### src/hw/rtl/bftd_pkg.sv
// Shared constants and types of the box filter thumbnail downscaler.
`timescale 1ns / 1ps
package bftd_pkg;
    localparam int THUMB_COLS = 32;
    localparam int THUMB_ROWS = 24;
    localparam int MAX_WIDTH  = 4096;
    localparam int MAX_HEIGHT = 4096;

    localparam int PIX_W   = 8;
    localparam int TC_W    = 5;
    localparam int TR_W    = 5;
    localparam int SUM_W   = 23;
    localparam int CNT_W   = 15;
    localparam int BLK_W   = 8;
    localparam int POS_W   = 12;
    localparam int REG_W   = 13;
    localparam int IDX_W   = 8;
    localparam int QUO_W   = 8;
    localparam int NCH     = 3;

    localparam int QDEPTH  = 4;
    localparam int QIDX_W  = 2;

    localparam logic [IDX_W-1:0] REG_WIDTH  = 8'd0;
    localparam logic [IDX_W-1:0] REG_HEIGHT = 8'd1;

    // one in-range source pixel, classified by the front part
    typedef struct packed {
        logic [PIX_W-1:0] red;
        logic [PIX_W-1:0] green;
        logic [PIX_W-1:0] blue;
        logic [TC_W-1:0]  tc;
        logic [TR_W-1:0]  tr;
        logic             emit;
        logic             last;
    } t_pix;
endpackage

### src/hw/rtl/box_filter_thumbnail_downscale_top.sv
// Top level of the box filter thumbnail downscaler.
`timescale 1ns / 1ps
// Takes a raster-order RGB pixel stream and returns a 32 by 24 thumbnail, one
// request per block, in block-completion order; the final thumbnail pixel has
// tlast set. One source pixel is accepted per cycle while the output side keeps
// up: the column sums update by read-modify-write and the average comes from an
// eight-stage pipelined divider (one quotient bit per stage). A four-entry queue
// between the front counters and the back sums absorbs short output stalls.
// Writing image_width (index 0) or image_height (index 1) restarts the image;
// write them only while no pixel is in flight.
module box_filter_thumbnail_downscale_top (
    input  logic                        i_clk,
    input  logic                        i_rst_n,
    input  logic                        s_axis_tvalid,
    output logic                        s_axis_tready,
    input  logic [23:0]                 s_axis_tdata,   // red_in, green_in, blue_in
    output logic                        m_axis_tvalid,
    input  logic                        m_axis_tready,
    output logic [39:0]                 m_axis_tdata,   // red_out, green_out, blue_out,
                                                        // thumb_col, thumb_row, zero pad
    output logic                        m_axis_tlast,   // last_of_image
    input  logic                        i_cfg_valid,
    output logic                        o_cfg_ready,
    input  logic [bftd_pkg::IDX_W-1:0]  i_cfg_index,
    input  logic [bftd_pkg::REG_W-1:0]  i_cfg_data
);
    import bftd_pkg::*;

    logic             restart, full, empty, push, pop;
    logic [CNT_W-1:0] count;
    t_pix             q_in, q_out;
    logic [PIX_W-1:0] red, green, blue;
    logic [TC_W-1:0]  col;
    logic [TR_W-1:0]  row;

    assign o_cfg_ready = 1'b1;

    bftd_front u_front (
        .i_clk       (i_clk),
        .i_rst_n     (i_rst_n),
        .i_cfg_valid (i_cfg_valid),
        .i_cfg_index (i_cfg_index),
        .i_cfg_data  (i_cfg_data),
        .o_restart   (restart),
        .o_count     (count),
        .i_pix_valid (s_axis_tvalid),
        .i_pix_data  (s_axis_tdata),
        .o_pix_ready (s_axis_tready),
        .i_full      (full),
        .o_push      (push),
        .o_entry     (q_in)
    );

    bftd_queue u_queue (
        .i_clk   (i_clk),
        .i_rst_n (i_rst_n),
        .i_push  (push),
        .i_entry (q_in),
        .o_full  (full),
        .i_pop   (pop),
        .o_empty (empty),
        .o_entry (q_out)
    );

    bftd_back u_back (
        .i_clk     (i_clk),
        .i_rst_n   (i_rst_n),
        .i_restart (restart),
        .i_count   (count),
        .i_empty   (empty),
        .o_pop     (pop),
        .i_entry   (q_out),
        .o_valid   (m_axis_tvalid),
        .i_ready   (m_axis_tready),
        .o_red     (red),
        .o_green   (green),
        .o_blue    (blue),
        .o_col     (col),
        .o_row     (row),
        .o_last    (m_axis_tlast)
    );

    assign m_axis_tdata = {6'd0, row, col, blue, green, red};
endmodule

### src/hw/rtl/bftd_front.sv
// Front part: configuration registers, raster position counters and pixel classification.
`timescale 1ns / 1ps
module bftd_front (
    input  logic                          i_clk,
    input  logic                          i_rst_n,
    input  logic                          i_cfg_valid,
    input  logic [bftd_pkg::IDX_W-1:0]    i_cfg_index,
    input  logic [bftd_pkg::REG_W-1:0]    i_cfg_data,
    output logic                          o_restart,
    output logic [bftd_pkg::CNT_W-1:0]    o_count,
    input  logic                          i_pix_valid,
    input  logic [3*bftd_pkg::PIX_W-1:0]  i_pix_data,
    output logic                          o_pix_ready,
    input  logic                          i_full,
    output logic                          o_push,
    output bftd_pkg::t_pix                o_entry
);
    import bftd_pkg::*;

    logic [REG_W-1:0] r_w, r_h, n_w_cl, n_h_cl;
    logic [BLK_W-1:0] r_bw, r_bh, n_bh;
    logic [CNT_W-1:0] r_count;
    logic [2*BLK_W-1:0] count_prod;
    logic [19:0]      bh_prod;

    logic [POS_W-1:0] r_col, r_row;
    logic [6:0]       r_bcol;
    logic [BLK_W-1:0] r_brow;
    logic [TC_W:0]    r_tc;
    logic [TR_W:0]    r_tr;

    logic wr_w, wr_h, accept, in_range, col_wrap, row_wrap, bcol_end, brow_end;

    assign wr_w      = i_cfg_valid && (i_cfg_index == REG_WIDTH);
    assign wr_h      = i_cfg_valid && (i_cfg_index == REG_HEIGHT);
    assign o_restart = wr_w || wr_h;

    always_comb begin
        if (i_cfg_data < REG_W'(THUMB_COLS))      n_w_cl = REG_W'(THUMB_COLS);
        else if (i_cfg_data > REG_W'(MAX_WIDTH))  n_w_cl = REG_W'(MAX_WIDTH);
        else                                      n_w_cl = i_cfg_data;
        if (i_cfg_data < REG_W'(THUMB_ROWS))      n_h_cl = REG_W'(THUMB_ROWS);
        else if (i_cfg_data > REG_W'(MAX_HEIGHT)) n_h_cl = REG_W'(MAX_HEIGHT);
        else                                      n_h_cl = i_cfg_data;
        // h / 24 = (h / 8) / 3, with 683 / 2048 as the reciprocal of 3
        bh_prod = 20'(n_h_cl[REG_W-1:3]) * 20'd683;
        n_bh    = bh_prod[18:11];
    end

    assign count_prod = r_bw * r_bh;

    always_ff @(posedge i_clk) begin
        if (!i_rst_n) begin
            r_w     <= REG_W'(THUMB_COLS);
            r_h     <= REG_W'(THUMB_ROWS);
            r_bw    <= BLK_W'(1);
            r_bh    <= BLK_W'(1);
            r_count <= CNT_W'(1);
        end else begin
            if (wr_w) begin
                r_w  <= n_w_cl;
                r_bw <= n_w_cl[REG_W-1:5];
            end
            if (wr_h) begin
                r_h  <= n_h_cl;
                r_bh <= n_bh;
            end
            r_count <= count_prod[CNT_W-1:0];
        end
    end

    assign o_count = r_count;

    assign o_pix_ready = !i_full;
    assign accept      = i_pix_valid && !i_full;
    assign in_range    = !r_tc[TC_W] && (r_tr < (TR_W+1)'(THUMB_ROWS));
    assign bcol_end    = ({1'b0, r_bcol} == (r_bw - BLK_W'(1)));
    assign brow_end    = (r_brow == (r_bh - BLK_W'(1)));
    assign col_wrap    = ({1'b0, r_col} + REG_W'(1)) >= r_w;
    assign row_wrap    = ({1'b0, r_row} + REG_W'(1)) >= r_h;

    always_ff @(posedge i_clk) begin
        if (!i_rst_n || o_restart) begin
            r_col  <= '0;
            r_row  <= '0;
            r_bcol <= '0;
            r_brow <= '0;
            r_tc   <= '0;
            r_tr   <= '0;
        end else if (accept) begin
            if (col_wrap) begin
                r_col  <= '0;
                r_bcol <= '0;
                r_tc   <= '0;
                if (row_wrap) begin
                    r_row  <= '0;
                    r_brow <= '0;
                    r_tr   <= '0;
                end else begin
                    r_row <= r_row + POS_W'(1);
                    if (brow_end) begin
                        r_brow <= '0;
                        r_tr   <= r_tr + (TR_W+1)'(1);
                    end else begin
                        r_brow <= r_brow + BLK_W'(1);
                    end
                end
            end else begin
                r_col <= r_col + POS_W'(1);
                if (bcol_end) begin
                    r_bcol <= '0;
                    r_tc   <= r_tc + (TC_W+1)'(1);
                end else begin
                    r_bcol <= r_bcol + 7'd1;
                end
            end
        end
    end

    // remainder columns and rows never reach the queue
    assign o_push = accept && in_range;

    always_comb begin
        o_entry.red   = i_pix_data[PIX_W-1:0];
        o_entry.green = i_pix_data[2*PIX_W-1:PIX_W];
        o_entry.blue  = i_pix_data[3*PIX_W-1:2*PIX_W];
        o_entry.tc    = r_tc[TC_W-1:0];
        o_entry.tr    = r_tr[TR_W-1:0];
        o_entry.emit  = bcol_end && brow_end;
        o_entry.last  = (r_tc == (TC_W+1)'(THUMB_COLS - 1)) &&
                        (r_tr == (TR_W+1)'(THUMB_ROWS - 1));
    end
endmodule

### src/hw/rtl/bftd_queue.sv
// Short request queue between the front and back parts.
`timescale 1ns / 1ps
module bftd_queue (
    input  logic           i_clk,
    input  logic           i_rst_n,
    input  logic           i_push,
    input  bftd_pkg::t_pix i_entry,
    output logic           o_full,
    input  logic           i_pop,
    output logic           o_empty,
    output bftd_pkg::t_pix o_entry
);
    import bftd_pkg::*;

    t_pix              r_mem [QDEPTH];
    logic [QIDX_W-1:0] r_wr, r_rd;
    logic [QIDX_W:0]   r_fill;
    logic              do_push, do_pop;

    assign o_full  = (r_fill == (QIDX_W+1)'(QDEPTH));
    assign o_empty = (r_fill == '0);
    assign do_push = i_push && !o_full;
    assign do_pop  = i_pop && !o_empty;
    assign o_entry = r_mem[r_rd];

    always_ff @(posedge i_clk) begin
        if (!i_rst_n) begin
            r_wr   <= '0;
            r_rd   <= '0;
            r_fill <= '0;
        end else begin
            if (do_push) r_wr <= r_wr + QIDX_W'(1);
            if (do_pop)  r_rd <= r_rd + QIDX_W'(1);
            r_fill <= r_fill + (QIDX_W+1)'(do_push) - (QIDX_W+1)'(do_pop);
        end
    end

    always_ff @(posedge i_clk) begin
        if (do_push) r_mem[r_wr] <= i_entry;
    end
endmodule

### src/hw/rtl/bftd_back.sv
// Back part: per-column channel sums and an eight-stage pipelined divider.
`timescale 1ns / 1ps
module bftd_back (
    input  logic                        i_clk,
    input  logic                        i_rst_n,
    input  logic                        i_restart,
    input  logic [bftd_pkg::CNT_W-1:0]  i_count,
    input  logic                        i_empty,
    output logic                        o_pop,
    input  bftd_pkg::t_pix              i_entry,
    output logic                        o_valid,
    input  logic                        i_ready,
    output logic [bftd_pkg::PIX_W-1:0]  o_red,
    output logic [bftd_pkg::PIX_W-1:0]  o_green,
    output logic [bftd_pkg::PIX_W-1:0]  o_blue,
    output logic [bftd_pkg::TC_W-1:0]   o_col,
    output logic [bftd_pkg::TR_W-1:0]   o_row,
    output logic                        o_last
);
    import bftd_pkg::*;

    typedef struct packed {
        logic [NCH-1:0][SUM_W-1:0] rem;
        logic [NCH-1:0][QUO_W-1:0] quo;
        logic [TC_W-1:0]           tc;
        logic [TR_W-1:0]           tr;
        logic                      last;
    } t_div;

    logic [SUM_W-1:0]      r_sums [NCH][THUMB_COLS];
    logic [THUMB_COLS-1:0] r_sum_vld;
    logic [SUM_W-1:0]      acc [NCH];
    logic [PIX_W-1:0]      pix [NCH];

    t_div       r_stg [QUO_W+1];
    t_div       n_stg [QUO_W];
    logic [QUO_W:0] r_vld;
    logic       en;

    assign en    = !r_vld[QUO_W] || i_ready;
    assign o_pop = !i_empty && en;

    always_comb begin
        pix[0] = i_entry.red;
        pix[1] = i_entry.green;
        pix[2] = i_entry.blue;
        for (int ch = 0; ch < NCH; ch++) begin
            // a column whose valid bit is clear holds zero
            acc[ch] = (r_sum_vld[i_entry.tc] ? r_sums[ch][i_entry.tc] : '0)
                      + SUM_W'(pix[ch]);
        end
    end

    // restoring division, one quotient bit per stage; the average never exceeds 255
    always_comb begin
        logic [SUM_W-1:0] dv;
        dv = '0;
        for (int k = 0; k < QUO_W; k++) begin
            n_stg[k] = r_stg[k];
            for (int ch = 0; ch < NCH; ch++) begin
                dv = SUM_W'(i_count) << (QUO_W - 1 - k);
                if (r_stg[k].rem[ch] >= dv) begin
                    n_stg[k].rem[ch]              = r_stg[k].rem[ch] - dv;
                    n_stg[k].quo[ch][QUO_W-1-k]   = 1'b1;
                end
            end
        end
    end

    always_ff @(posedge i_clk) begin
        if (!i_rst_n) begin
            r_sum_vld <= '0;
            r_vld     <= '0;
        end else begin
            if (i_restart) begin
                r_sum_vld <= '0;
            end else if (o_pop) begin
                r_sum_vld[i_entry.tc] <= !i_entry.emit;
            end
            if (en) r_vld <= {r_vld[QUO_W-1:0], o_pop && i_entry.emit};
        end
    end

    always_ff @(posedge i_clk) begin
        if (o_pop && !i_entry.emit) begin
            for (int ch = 0; ch < NCH; ch++) r_sums[ch][i_entry.tc] <= acc[ch];
        end
        if (en) begin
            for (int ch = 0; ch < NCH; ch++) begin
                r_stg[0].rem[ch] <= acc[ch];
                r_stg[0].quo[ch] <= '0;
            end
            r_stg[0].tc   <= i_entry.tc;
            r_stg[0].tr   <= i_entry.tr;
            r_stg[0].last <= i_entry.last;
            for (int k = 0; k < QUO_W; k++) r_stg[k+1] <= n_stg[k];
        end
    end

    assign o_valid = r_vld[QUO_W];
    assign o_red   = r_stg[QUO_W].quo[0];
    assign o_green = r_stg[QUO_W].quo[1];
    assign o_blue  = r_stg[QUO_W].quo[2];
    assign o_col   = r_stg[QUO_W].tc;
    assign o_row   = r_stg[QUO_W].tr;
    assign o_last  = r_stg[QUO_W].last;
endmodule

### config.mk
export PLATFORM = sky130hd
export DESIGN_NAME = box_filter_thumbnail_downscale_top
export DESIGN_NICKNAME = d
export VERILOG_FILES = /design/src/hw/rtl/bftd_pkg.sv /design/src/hw/rtl/box_filter_thumbnail_downscale_top.sv /design/src/hw/rtl/bftd_front.sv /design/src/hw/rtl/bftd_queue.sv /design/src/hw/rtl/bftd_back.sv
export SDC_FILE = /design/constraint.sdc
export NUM_CORES = 2
export LEC_CHECK = 0
export BUFFER_PORTS_ARGS = -buffer_cell sky130_fd_sc_hd__buf_4
export CORE_MARGIN = 3
export CORE_UTILIZATION = 35
export DETAILED_ROUTE_END_ITERATION = 8
export HOLD_SLACK_MARGIN = 0.03
export PLACE_DENSITY_LB_ADDON = 0.3
export SYNTH_ARGS = -nofsm -noshare
export SYNTH_HDL_FRONTEND = slang
export SYNTH_SLANG_ARGS = --single-unit
### constraint.sdc
create_clock -name i_clk -period 61.7 [get_ports i_clk]
set_clock_uncertainty 0.2 [all_clocks]
set_input_delay 12.34 -clock i_clk [delete_from_list [all_inputs] [get_ports i_clk]]
set_output_delay 12.34 -clock i_clk [all_outputs]
set_load 0.03 [all_outputs]
* Word level (Yosys, flattened, before mapping) *
Memories as Yosys holds them, arrays and structs flattened. A register that Yosys moved wholly into a read port is not among the register bits.
Cells that the tools add are included.

cells by class
  muxes and demuxes = 88
  eq/ne operators = 6
  multipliers = 2
  $add $sub $neg = 41
  reductions and logical operators = 31
  bitwise gates (word level) = 2
  order comparisons = 34

operator list
  kind                                     number
  2-to-1 mux 23 bit                        34
  2-to-1 mux 736 bit                       1
  binary-select mux 23 bit (select 5 bit)  3
  demux 23 bit (select 5 bit)              1
  adder 23 x 8 -> 23 bit                   3
  >= comparator 23 x 15 -> 1 bit           3
  >= comparator 23 x 16 -> 1 bit           3
  >= comparator 23 x 17 -> 1 bit           3
  >= comparator 23 x 18 -> 1 bit           3
  >= comparator 23 x 19 -> 1 bit           3
  >= comparator 23 x 20 -> 1 bit           3
  >= comparator 23 x 21 -> 1 bit           3
  >= comparator 23 x 22 -> 1 bit           3
  subtractor 23 x 15 -> 23 bit             3
  subtractor 23 x 16 -> 23 bit             3
  subtractor 23 x 17 -> 23 bit             3
  subtractor 23 x 18 -> 23 bit             3
  subtractor 23 x 19 -> 23 bit             3
  subtractor 23 x 20 -> 23 bit             3
  subtractor 23 x 21 -> 23 bit             3
  subtractor 23 x 22 -> 23 bit             3
  2-to-1 mux 13 bit                        3
  bitwise mux 32 bit                       1
  2-to-1 mux 1 bit                         31
  43 further kinds                         79

word-level totals
  output and inout bits = 44
  word-level logic and storage cells = 223
  RAM bits = 3288
  register bits = 156
  input port bits = 50
  memories kept = 3

memories
  memory         words  bits a word  rd ports  clocked after memory_dff  wr ports  line              RTL
  u_back.r_sums  3      736          3         0                         3         bftd_back.sv:30   logic [SUM_W-1:0] r_sums [NCH][THUMB_COLS];
  u_back.r_stg   9      104          9         0                         9         bftd_back.sv:35   t_div r_stg [QUO_W+1];
  u_queue.r_mem  4      36           1         1                         1         bftd_queue.sv:15  t_pix r_mem [QDEPTH];

* Longest topological paths before layout *
  depth after elaboration = 7
  gate-level depth with buffers = 28
  mapped depth without buffers = 23

* By module *
Synthesis repeated with hierarchy kept, for this count alone.

second synthesis, totals
  cells, all modules = 9516
  area total of the unflattened synthesis = 145935.0 sq um

by module, submodules not included
  module                              area each (sq um)  times used  cells an instance  sequential area each (sq um)
  bftd_back                           130664.1           1           8142               89916.2
  bftd_front                          9480.3             1           1127               2001.9
  bftd_queue                          5730.5             1           238                4504.3
  box_filter_thumbnail_downscale_top  60.1               1           9                  0.0

* Worst setup path before layout *
OpenSTA, ideal clock, no wires.

  kind = in2reg
  from = in m_axis_tready
  to = mem u_back.r_stg[0][0] (netlist name) (enable)
  data required time = 55580 ps
  cell stages on the path = 3
  setup time = 5920 ps
  path slack = 29008 ps
  buffers on the path = 1
  arrival time = 26572 ps
  cell sequence = nor2b_1 > clkbuf_1 > clkinv_1

RTL lines
  element      line                                      RTL
  from (decl)  box_filter_thumbnail_downscale_top.sv:18  input logic m_axis_tready,
  to (decl)    bftd_back.sv:35

* Worst setup path in the final report *
  from = in i_cfg_data[10] (netlist name)
  to = reg u_front.r_bh[5]

between the ends
  longest elaborated chain between the ends = 4
  elaborated cells on any way between the ends = 5
  those cells by class = mul: 1; order compare: 2; mux: 2

ends and longest elaborated chain
  element                         line                                      RTL
  from (decl)                     box_filter_thumbnail_downscale_top.sv:25  input logic [bftd_pkg::REG_W-1:0] i_cfg_data
  greater-than comparator 13 bit  bftd_front.sv:43                          else if (i_cfg_data > REG_W'(MAX_HEIGHT)) n_h_cl = REG_W'(MAX_HEIGHT);
  2-to-1 mux 13 bit               bftd_front.sv:43
  2-to-1 mux 13 bit *             bftd_front.sv:42                          if (i_cfg_data < REG_W'(THUMB_ROWS)) n_h_cl = REG_W'(THUMB_ROWS);
  multiplier 10 x 10 -> 19 bit *  bftd_front.sv:46                          bh_prod = 20'(n_h_cl[REG_W-1:3]) * 20'd683;
  to (signal assigned)            bftd_front.sv:66                          r_bh <= n_bh;
  to (decl)                       bftd_front.sv:21                          logic [BLK_W-1:0] r_bw, r_bh, n_bh;

Mark *: on every way between the ends. The rest lies on a longest branch, timed or not.
A chain may end at the register's enable or synchronous reset.

==> flow_summary.ini <==
[grt]
grt_max_degree = 156
grt_pass1_vias = 88612
grt_usage = 0.1790
grt_remaining_overflow = 0
antenna_found_initial = 8
grt_pass1_wl_um = 587600

[setup_path]
cp-endpoint = u_front.r_bh[5]
cp_max_fo = 4
critPathCaptureType = flip-flop
crit_arrival_ns = 18.43
critPathRequiredTime_ns = 62.30
critPathLaunch = i_cfg_data[10]
crit_type = in2reg
cp-start-kind = primary input
worst-r2r-cell-count = 23
regToRegEndpoint = u_back.r_sums[0][43]
r2r_slack_ns = 51.33

[floorplan]
ios = 94
rows = 238
dieArea_um2 = 431100
start_util = 0.3521
die_w_um = 656.6
die_h_um = 656.6
core_um2 = 420800

[final_layout]
area_delta_synth_final_pct = 12.84
drive_gt1_frac = 0.09276
nNetsFinal = 12013
finalNonFillerCells = 17288
fill_cells = 39159

[yosys]
yosys_warnings = 0
yosysMostFrequentCell = edfxtp_1
ys_async_sr_fraction = 0
synth-edff-count = 3111
netlist_area_um2 = 148200
synth_ff_type = edfxtp_1
syn_inst = 11223
synth_top_area_cell = edfxtp_1
synth_top_area_share = 0.6305
synth_area_leaders = edfxtp_1 (63%), mux2i_1 (4.4%), ha_1 (4.4%)
syn_avg_cell_area_um2 = 13.20
ys_types = 92
synth_seq_cells = 3261
synth_commonest_cells = edfxtp_1 (3111), nand2_1 (1650), mux2i_1 (654)
yosysSeqAreaShare = 0.6508

[clock_tree]
cts.sinks = 3261
cts_tree = yes
cts_root_buf = clkbuf_16
cts_htree_levels = 5
cts_setup_buffers = 0
postCtsResizedCells = 0
cts-buffers-inserted = 352
cts_buffer_depth = 4
clock_latency_ns = 0.96
clkTransAtPathRegs_ns = 0.06
postCtsHoldBufs = 0

[job]
maxCapViolations = 1

[detailed_routing]
wl_um = 398700
drt-pass1-iter-count = 6
routed_via_density = 5.312
ant_nets = 0
routedWlPerCell_um = 23.06
vias = 91838
first_iter_violations = 9206
drc_errors = 0

[outcome]
violations = max-capacitance violations
status = finished with violations

[timing]
finalHoldViolations = 0
min_period_ns = 17.82
slew_violations = 0
setup_viol = 0
rsz0062_at_grt = no
max_slew_margin = 0.01839
fmax_mhz = 56.11
worstMarginPinSlew_ns = 1.461
min_period_over_period = 0.2888
tns_ns = 0

[place]
gp_congestion = 0.8109
dp_hpwl_um = 241100
place_inst = 16652
portBuffers = 86

[worst_hold_path]
hold_class = reg2reg

[pwr]
irDropWorstVdd_uv = 73.80
cellPowerDensity_nw_per_um2 = 64.55
power.leakage_nw = 59.89
==> cell usage in the layout (no fill, tap or decap), types with 26 or more instances in the layout <==
master     Yosys  layout
clkbuf_1     261      82
inv_1        328     314
o22ai_1      238     238
edfxtp_1    3111    3111
nor4_1        80      80
mux4_2        34      34
a21o_1        90      90
dfxtp_1      150     146
xor2_1       149     139
buf_4         42     288
clkbuf_16      0     359
nand2_1     1650    1644
or3_1         50      50
mux2_2        89      87
o21a_1        50      50
fa_1          81      81
nor2b_1      200     200
nand3_1      129     127
and3_1       280     280
nor3_1       122     120
nand2b_1      54      54
a21boi_0      77      76
a211oi_1     122     122
ha_1         516     516
nand4_1       67      67
a31oi_1      355     354
mux2i_1      654     654
or4_1         46      45
clkinv_1       2      86
o31ai_1       34      34
o21ai_0      298     294
bufinv_16      0      26
o32ai_1       46      46
nor2_4         0      48
clkinv_2       0      43
nor2_1       610     556
and2_1        66      62
xnor2_1      255     230
a21oi_1      379     376
==> critical path, stage by stage <==
cell and delay (ns):
buf_4 0.11, or4_1 0.56, nor4_1 0.44, nor2_1 0.08, nor2_1 0.21, ha_1 0.33
ha_1 0.32, fa_1 0.50, inv_1 0.05, fa_1 0.46, fa_1 0.50, inv_1 0.04
ha_1 0.18, or4_1 0.57, a211oi_1 0.22, o21ai_0 0.20, a211oi_1 0.40, o21ai_0 0.20
a31oi_1 0.30, xor2_1 0.16, o21ai_0 0.07, and2_1 0.19
==> worst min path at each step <==
stage                   startpoint  depth (start not counted)              endpoint
6_report       u_back.r_stg[2][32]                          0  u_back.r_stg[2][136]
5_1_grt        u_back.r_stg[2][32]                          0  u_back.r_stg[2][136]
3_3_place_gp   u_back.r_stg[3][15]                          0  u_back.r_stg[3][119]
2_1_floorplan   u_back.r_stg[0][0]                          0  u_back.r_stg[0][104]
3_5_place_dp    u_back.r_stg[1][1]                          0  u_back.r_stg[1][105]
4_1_cts        u_back.r_stg[2][32]                          0  u_back.r_stg[2][136]
==> cells by family after synthesis <==
logic type                 count (synthesis)  synth area share
and+or+nand+nor                         3480            0.1091
DFF                                     3261            0.6508
AOI/OAI and AO/OA                       1859           0.07933
buffers and inverters                    843           0.02618
muxes                                    777           0.05612
adders and majority gates                597           0.05452
xor gates and xnor gates                 404           0.02388
other                                      2        0.00005069
==> stage by stage <==
step / setup slack (ns) / cell area [um2] / hold WS, ns / utilization / power, mW
after floorplan: 29.01 / 148200 / 0.2003 / - / 6.906
after global placement: 42.84 / 156000 / 0.2005 / 0.3708 / 8.692
after detailed placement: 42.90 / 156000 / 0.2045 / 0.3708 / 8.733
after CTS: 43.93 / 167200 / 0.2157 / 0.3973 / 10.81
after global routing: 43.45 / 167200 / 0.2136 / 0.3973 / 11.35
final: 43.88 / 167200 / 0.2088 / 0.3973 / 10.79
==> power breakdown <==
group          switching (mW)  total, mW  internal [mW]
combinational            3.26       4.62           1.36
clock                   0.879       2.06           1.18
sequential              0.186       4.11           3.92
total                    4.32       10.8           6.47
==> cell type report <==
type,instances,area [um2],share of cell area
Antenna cell,5,12.51,0.00007484
Clock buffer,444,9333,0.05582
Clock inverter,187,1827,0.01093
Inverter,333,1291,0.007724
Multi-Input combinational cell,7124,48950,0.2928
Sequential cell,3261,96430,0.5768
Tap cell,5640,7057,0.04221
Timing Repair Buffer,294,2282,0.01365
==> layer usage <==
metal / global-route usage / wire length, um
met5: 0 / 13
met4: 0.04363 / 9655
met3: 0.02945 / 30080
met2: 0.2830 / 180700
met1: 0.2565 / 178200
==> flip-flops by register name (all words and copies together) (netlist names), named ones only <==
register,flops
u_back.r_stg,759
u_back.r_sum_vld,32
u_back.r_sums,2208
u_back.r_vld,9
u_front.o_count,15
u_front.r_bcol,7
u_front.r_bh,8
u_front.r_brow,8
u_front.r_bw,8
u_front.r_col,12
u_front.r_h,13
u_front.r_row,12
u_front.r_tc,6
u_front.r_tr,6
u_front.r_w,5
u_queue.r_fill,3
u_queue.r_mem,144
u_queue.r_rd,2
u_queue.r_wr,2
Note: power is estimated with default switching activity, not from simulation.
